==> src/hw/rtl/skdf_pkg.sv <==
// ----------------------------------------------------------------------------
// skdf_pkg
// Shared types and constants for the sorted reject table filter.
// ----------------------------------------------------------------------------
package skdf_pkg;

  localparam int TABLE_DEPTH = 1024;
  localparam int IDX_W       = $clog2(TABLE_DEPTH);
  localparam int CNT_W       = $clog2(TABLE_DEPTH + 1);
  localparam int OUT_CNT_W   = 11;   // entries_used field width

  typedef logic [IDX_W-1:0] idx_t;
  typedef logic [CNT_W-1:0] cnt_t;

  typedef enum logic [1:0] {
    OP_LOAD  = 2'd0,
    OP_QUERY = 2'd1,
    OP_CLEAR = 2'd2
  } op_t;

  typedef enum logic [2:0] {
    KIND_STORED  = 3'd0,
    KIND_FULL    = 3'd1,
    KIND_KEPT    = 3'd2,
    KIND_DROPPED = 3'd3,
    KIND_CLEARED = 3'd4
  } kind_t;

  // one table row, compared as a whole on query
  typedef struct packed {
    logic [31:0] event_id;
    logic [31:0] run_id;
    logic [31:0] lumi_id;
    logic [31:0] met_bits;
  } rec_t;

  typedef enum logic [1:0] {
    RD_MID,      // binary search probe
    RD_IDX,      // equal-key scan
    RD_IDX_M1    // shift source on insert
  } rd_sel_t;

  typedef enum logic [3:0] {
    ST_IDLE,
    ST_DISPATCH,
    ST_SRCH_RD,
    ST_SRCH_CMP,
    ST_SHIFT_RD,
    ST_SHIFT_WR,
    ST_SCAN_RD,
    ST_SCAN_CMP,
    ST_EMIT
  } state_t;

  typedef struct packed {
    logic    load_item;
    logic    srch_init;
    logic    srch_upd;
    logic    rd_en;
    rd_sel_t rd_sel;
    logic    idx_from_lo;
    logic    idx_from_cnt;
    logic    idx_dec;
    logic    idx_inc;
    logic    wr_rec;
    logic    wr_shift;
    logic    cnt_inc;
    logic    clear;
    logic    drop_inc;
    logic    emit;
    kind_t   kind;
  } skdf_cmd_t;

  typedef struct packed {
    logic is_load;
    logic is_clear;
    logic full;
    logic lo_lt_hi;
    logic go_right;
    logic idx_gt_lo;
    logic idx_lt_cnt;
    logic ev_eq;
    logic rec_eq;
    logic out_free;
  } skdf_sts_t;

endpackage

==> src/hw/rtl/skdf_ctrl.sv <==
// ----------------------------------------------------------------------------
// skdf_ctrl
// Sequencer: search, shift-insert and equal-key scan steps.
// ----------------------------------------------------------------------------
module skdf_ctrl
  import skdf_pkg::*;
(
  input  logic      clk,
  input  logic      rst_n,
  input  logic      in_valid,
  output logic      in_ready,
  input  skdf_sts_t sts,
  output skdf_cmd_t cmd
);

  state_t state_r, state_nxt;
  kind_t  kind_r, kind_nxt;

  always_ff @(posedge clk) begin
    if (!rst_n) begin
      state_r <= ST_IDLE;
    end else begin
      state_r <= state_nxt;
    end
  end

  always_ff @(posedge clk) begin
    kind_r <= kind_nxt;
  end

  // next state
  always_comb begin
    state_nxt = state_r;
    kind_nxt  = kind_r;
    case (state_r)
      ST_IDLE: begin
        if (in_valid) state_nxt = ST_DISPATCH;
      end
      ST_DISPATCH: begin
        if (sts.is_clear) begin
          kind_nxt  = KIND_CLEARED;
          state_nxt = ST_EMIT;
        end else if (sts.is_load && sts.full) begin
          kind_nxt  = KIND_FULL;
          state_nxt = ST_EMIT;
        end else begin
          state_nxt = ST_SRCH_RD;
        end
      end
      ST_SRCH_RD: begin
        if (sts.lo_lt_hi)     state_nxt = ST_SRCH_CMP;
        else if (sts.is_load) state_nxt = ST_SHIFT_RD;
        else                  state_nxt = ST_SCAN_RD;
      end
      ST_SRCH_CMP: state_nxt = ST_SRCH_RD;
      ST_SHIFT_RD: begin
        if (sts.idx_gt_lo) begin
          state_nxt = ST_SHIFT_WR;
        end else begin
          kind_nxt  = KIND_STORED;
          state_nxt = ST_EMIT;
        end
      end
      ST_SHIFT_WR: state_nxt = ST_SHIFT_RD;
      ST_SCAN_RD: begin
        if (sts.idx_lt_cnt) begin
          state_nxt = ST_SCAN_CMP;
        end else begin
          kind_nxt  = KIND_KEPT;
          state_nxt = ST_EMIT;
        end
      end
      ST_SCAN_CMP: begin
        if (!sts.ev_eq) begin
          kind_nxt  = KIND_KEPT;
          state_nxt = ST_EMIT;
        end else if (sts.rec_eq) begin
          kind_nxt  = KIND_DROPPED;
          state_nxt = ST_EMIT;
        end else begin
          state_nxt = ST_SCAN_RD;
        end
      end
      ST_EMIT: begin
        if (sts.out_free) state_nxt = ST_IDLE;
      end
      default: state_nxt = ST_IDLE;
    endcase
  end

  // outputs
  always_comb begin
    cmd      = '0;
    cmd.kind = kind_r;
    in_ready = 1'b0;
    case (state_r)
      ST_IDLE: begin
        in_ready      = 1'b1;
        cmd.load_item = in_valid;
      end
      ST_DISPATCH: begin
        if (sts.is_clear)                     cmd.clear     = 1'b1;
        else if (!(sts.is_load && sts.full))  cmd.srch_init = 1'b1;
      end
      ST_SRCH_RD: begin
        if (sts.lo_lt_hi) begin
          cmd.rd_en  = 1'b1;
          cmd.rd_sel = RD_MID;
        end else if (sts.is_load) begin
          cmd.idx_from_cnt = 1'b1;
        end else begin
          cmd.idx_from_lo = 1'b1;
        end
      end
      ST_SRCH_CMP: cmd.srch_upd = 1'b1;
      ST_SHIFT_RD: begin
        if (sts.idx_gt_lo) begin
          cmd.rd_en  = 1'b1;
          cmd.rd_sel = RD_IDX_M1;
        end else begin
          cmd.wr_rec  = 1'b1;
          cmd.cnt_inc = 1'b1;
        end
      end
      ST_SHIFT_WR: begin
        cmd.wr_shift = 1'b1;
        cmd.idx_dec  = 1'b1;
      end
      ST_SCAN_RD: begin
        if (sts.idx_lt_cnt) begin
          cmd.rd_en  = 1'b1;
          cmd.rd_sel = RD_IDX;
        end
      end
      ST_SCAN_CMP: begin
        if (sts.ev_eq && sts.rec_eq)       cmd.drop_inc = 1'b1;
        else if (sts.ev_eq && !sts.rec_eq) cmd.idx_inc  = 1'b1;
      end
      ST_EMIT: cmd.emit = sts.out_free;
      default: ;
    endcase
  end

  a_emit_slot_free: assert property (@(posedge clk) disable iff (!rst_n)
    cmd.emit |-> sts.out_free)
    else $error("result issued while output slot busy");

  a_one_write: assert property (@(posedge clk) disable iff (!rst_n)
    !(cmd.wr_rec && cmd.wr_shift))
    else $error("two table writes in one cycle");

endmodule

==> config.mk <==
export PLATFORM = sky130hd
export DESIGN_NAME = skdf_ctrl
export DESIGN_NICKNAME = d
export VERILOG_FILES = /design/src/hw/rtl/skdf_pkg.sv /design/src/hw/rtl/skdf_ctrl.sv
export SDC_FILE = /design/constraint.sdc
export NUM_CORES = 1
export LEC_CHECK = 0
export ABC_AREA = 1
export BUFFER_PORTS_ARGS = -buffer_cell sky130_fd_sc_hd__buf_2
export CORE_MARGIN = 8
export CORE_UTILIZATION = 38
export CTS_CLUSTER_DIAMETER = 60
export DETAILED_ROUTE_END_ITERATION = 12
export PLACE_DENSITY = 0.76
export RECOVER_POWER = 50
export REMOVE_ABC_BUFFERS = 1
export SETUP_SLACK_MARGIN = 0.4
export SYNTH_ARGS = -nofsm -noshare
export SYNTH_HDL_FRONTEND = slang
export SYNTH_SLANG_ARGS = --single-unit
export TNS_END_PERCENT = 5
==> constraint.sdc <==
create_clock -name clk -period 1.1 [get_ports clk]
set_input_delay 0.22 -clock clk [delete_from_list [all_inputs] [get_ports clk]]
set_output_delay 0.22 -clock clk [all_outputs]
set_load 0.02 [all_outputs]
==> impl_results.md <==
- N_diodes: 0
- Sequential Power Share: 28.9%
- Synth area leader: edfxtp_1
- Outcome: complete, but fails checks
- Chip height: 55.1 um
- Hold_sp: rst_n
- Die X-Extent: 55.1 um
- Leak: 0.600 nW
- Pins Over Slew Limit: 0
- Top cell type's share of synthesized area: 15.5%
- Drt drc: 0
- Reg-to-reg critical path startpoint: state_r[1]$_SDFFE_PN0P_
- Hold Crit Depth: 3
- Rows: 14
- Sink Count: 7
- Synth Flop Type: dfxtp_1
- Clock share of power: 19.0%
- Final ANT Viol Nets: 0
- Logic pwr share: 52.1%
- Crit path max-delay family: flip-flops
- Setup violators final: 25
- Peak supply drop: 0.851 mV
- Final core occ: 73.3%
- Element type at the critical path start: flop
- Post-Layout Cell Count: 160
- RSZ-0062 raised after global routing: yes
- Synth area leaders: edfxtp_1, dfxtp_1, inv_1, nand2_1, nand3_1
- GRT overflow: 0
- Failing checks: negative setup slack
- Final period utilization: 138%
- RR Endpoint: kind_r[2]$_DFFE_PP_
- Final Hold Fails: 0
- Drt wl/cell: 14.1 um
- Hpwl dp: 1.49 mm
- Max stage delay on crit path: 380 ps
- Hold endpoint: state_r[1]$_SDFFE_PN0P_
- Max Clk Rate: 661 MHz
- First-pass DRT Iterations: 4
- Clk_skew: 1.63 ps
- Pre-CTS setup slack: -229 ps
- Initial core utilization: 39.5%
- Synth cell types: 18
- DP Area: 823 um^2
- WP data required: 880 ps
- Root Driver: clkbuf_4
- Buffers & Inverters on Critical Path: 2
- Final worst slack: -413 ps
- Min Tclk post-route: 1510 ps
- Hold WC Path Type: in2reg
- Warnings, synthesis: 0
- Final estimated routing congestion in global placement: 0.870
- Mean Syn Cell Area: 6.45 um^2
- Die area: 3030 um^2
- Critical path arrival: 1290 ps
- Initial antenna violation count: 0
- Critical path endpoint category: primary output
- Crit path max fanout: 6
- Fraction of layout instances using a drive strength above 1: 61.1%
- Mapped Cells: 90
- Worst-skew pair later-pin latency: 260 ps
- Slowest CP cell: dfxtp_4
- NetSw: 0.496 mW
- Core area: 1470 um^2
- Via count: 797
- Top-count cell post-synth: inv_1
- Relative slew slack: 83.5%
- Clock tree buffer depth: 2
- H-tree lvl count: 1
- Post-synth EDFFs: 3
- Cell breakdown of the critical path: inv_4 -> nor2_4 -> nand3_4 -> o211ai_1 -> buf_4
- Reg clk slew, reported paths: 50 ps
- Num ports: 33
- Area growth syn-to-layout: 85.8%
- Slew @ Worst Pin: 246 ps
- R2R cell count: 8
- Crit path kind: reg2out
- Setup TNS: -7690 ps
- Number of synthesized register bits: 7
- Sw Ratio: 40.2%
- Seq/Total Area, Yosys: 29.3%
- CTS Buf Count: 3
- Wire length of the first global-routing pass: 3.26 mm
- Ys async rst share: 0%
- Via density: 4.98
- Vias in the first global route: 725
- Total track usage: 14.9%
- # nets final: 158
- CTS tree: built
- Starting DRC count in detailed routing: 20
- Pwr Density: 1140 nW/um^2
- Largest net degree at the start of global routing: 8
- Synthesized cell area: 581 um^2
- Reg2Reg Setup Slack: -310 ps
- Routed WL: 2.25 mm
- Commonest cells in the netlist: inv_1, nand2_1, nor2_1, nand3_1
- Post-route design area: 1080 um^2
- Max-cap violations: 0
- Pint: 0.738 mW
- Port Buffer Count: 31
- Placed insts: 146
==> cell usage in the layout (no fill, tap or decap) <==
master and instances:
clkbuf_4 3, nor2_4 6, inv_4 1, nor2_2 6
buf_12 1, nor3_1 1, inv_2 7, buf_4 30
dfxtp_4 4, nand4_1 2, nand3_1 8, buf_2 12
o21ai_1 1, nor3_2 1, a21oi_1 1, nand3_2 2
a21oi_2 1, nand2_1 14, inv_1 15, nor2_1 8
buf_6 9, nand3_4 1, o211ai_1 2, clkbuf_1 1
nand2_2 4, edfxtp_1 3
==> registers in the layout, summed over array words and instances, names as in the netlist <==
name	cells
kind_r	3
state_r	4
==> cell families after synthesis <==
family	count (synthesis)	share of synthesized area [%]
AO/OA/AOI/OAI	5	5.82
buffers and inverters	25	17.5
flip-flops	7	29.3
AND/OR/NAND/NOR	53	47.4
==> final cells by class <==
class	count	area, um^2
sequential	7	185
multi-input combinational	58	352
inverter	23	88.8
timing repair buffer	52	407
fill	105	393
tap	16	20.0
clock buffer	4	26.3
==> power groups by stage <==
stage / clock (mW) / combinational, mW / sequential (mW)
2_1_floorplan: 0 / 0.265 / 0.364
3_3_place_gp: 0 / 0.434 / 0.347
3_5_place_dp: 0 / 0.449 / 0.350
4_1_cts: 0.236 / 0.537 / 0.356
5_1_grt: 0.264 / 0.681 / 0.359
6_report: 0.235 / 0.643 / 0.356
==> metal layers <==
layer,part of all wire [%],GRT usage (%),up-vias
met1,39,14.5,375
met4,0.84,2.40,0
met3,7.5,5.61,4
li1,-,-,388
met5,0,0,-
met2,53,29.1,30
==> worst min-delay path: cells and delay by family <==
family / cells / cell delay, ps
buffers and inverters: 2 / 130
AO/OA/AOI/OAI: 1 / 90
==> metrics by stage <==
step                total power, mW  hold slack (ps)
floorplan                     0.629              392
global placement              0.781              495
detailed placement            0.799              498
CTS                            1.13              233
global route                   1.30              235
finish                         1.23              231
==> how the worst max path moves through the flow <==
stage / startpoint / end / slack, ps / depth (start not counted)
6_report: state_r[2]$_SDFFE_PN0P_ / cmd[15] / -410 / 5
4_1_cts: state_r[2]$_SDFFE_PN0P_ / cmd[15] / -380 / 5
2_1_floorplan: state_r[1]$_SDFFE_PN0P_ / cmd[15] / -210 / 4
3_3_place_gp: state_r[2]$_SDFFE_PN0P_ / kind_r[0]$_DFFE_PP_ / -200 / 6
5_1_grt: state_r[2]$_SDFFE_PN0P_ / cmd[15] / -470 / 5
3_5_place_dp: state_r[2]$_SDFFE_PN0P_ / kind_r[1]$_DFFE_PP_ / -230 / 6
==> timing repair <==
action                                  4_1_cts  5_1_grt
endpoints found under the hold margin         0        0
gates resized for setup                      40       14
endpoints found under the setup margin       30       30
hold buffers                                  0        0
buffers inserted                              6        4
pin swaps                                     8        9
Note: power is estimated with default switching activity, not from simulation.
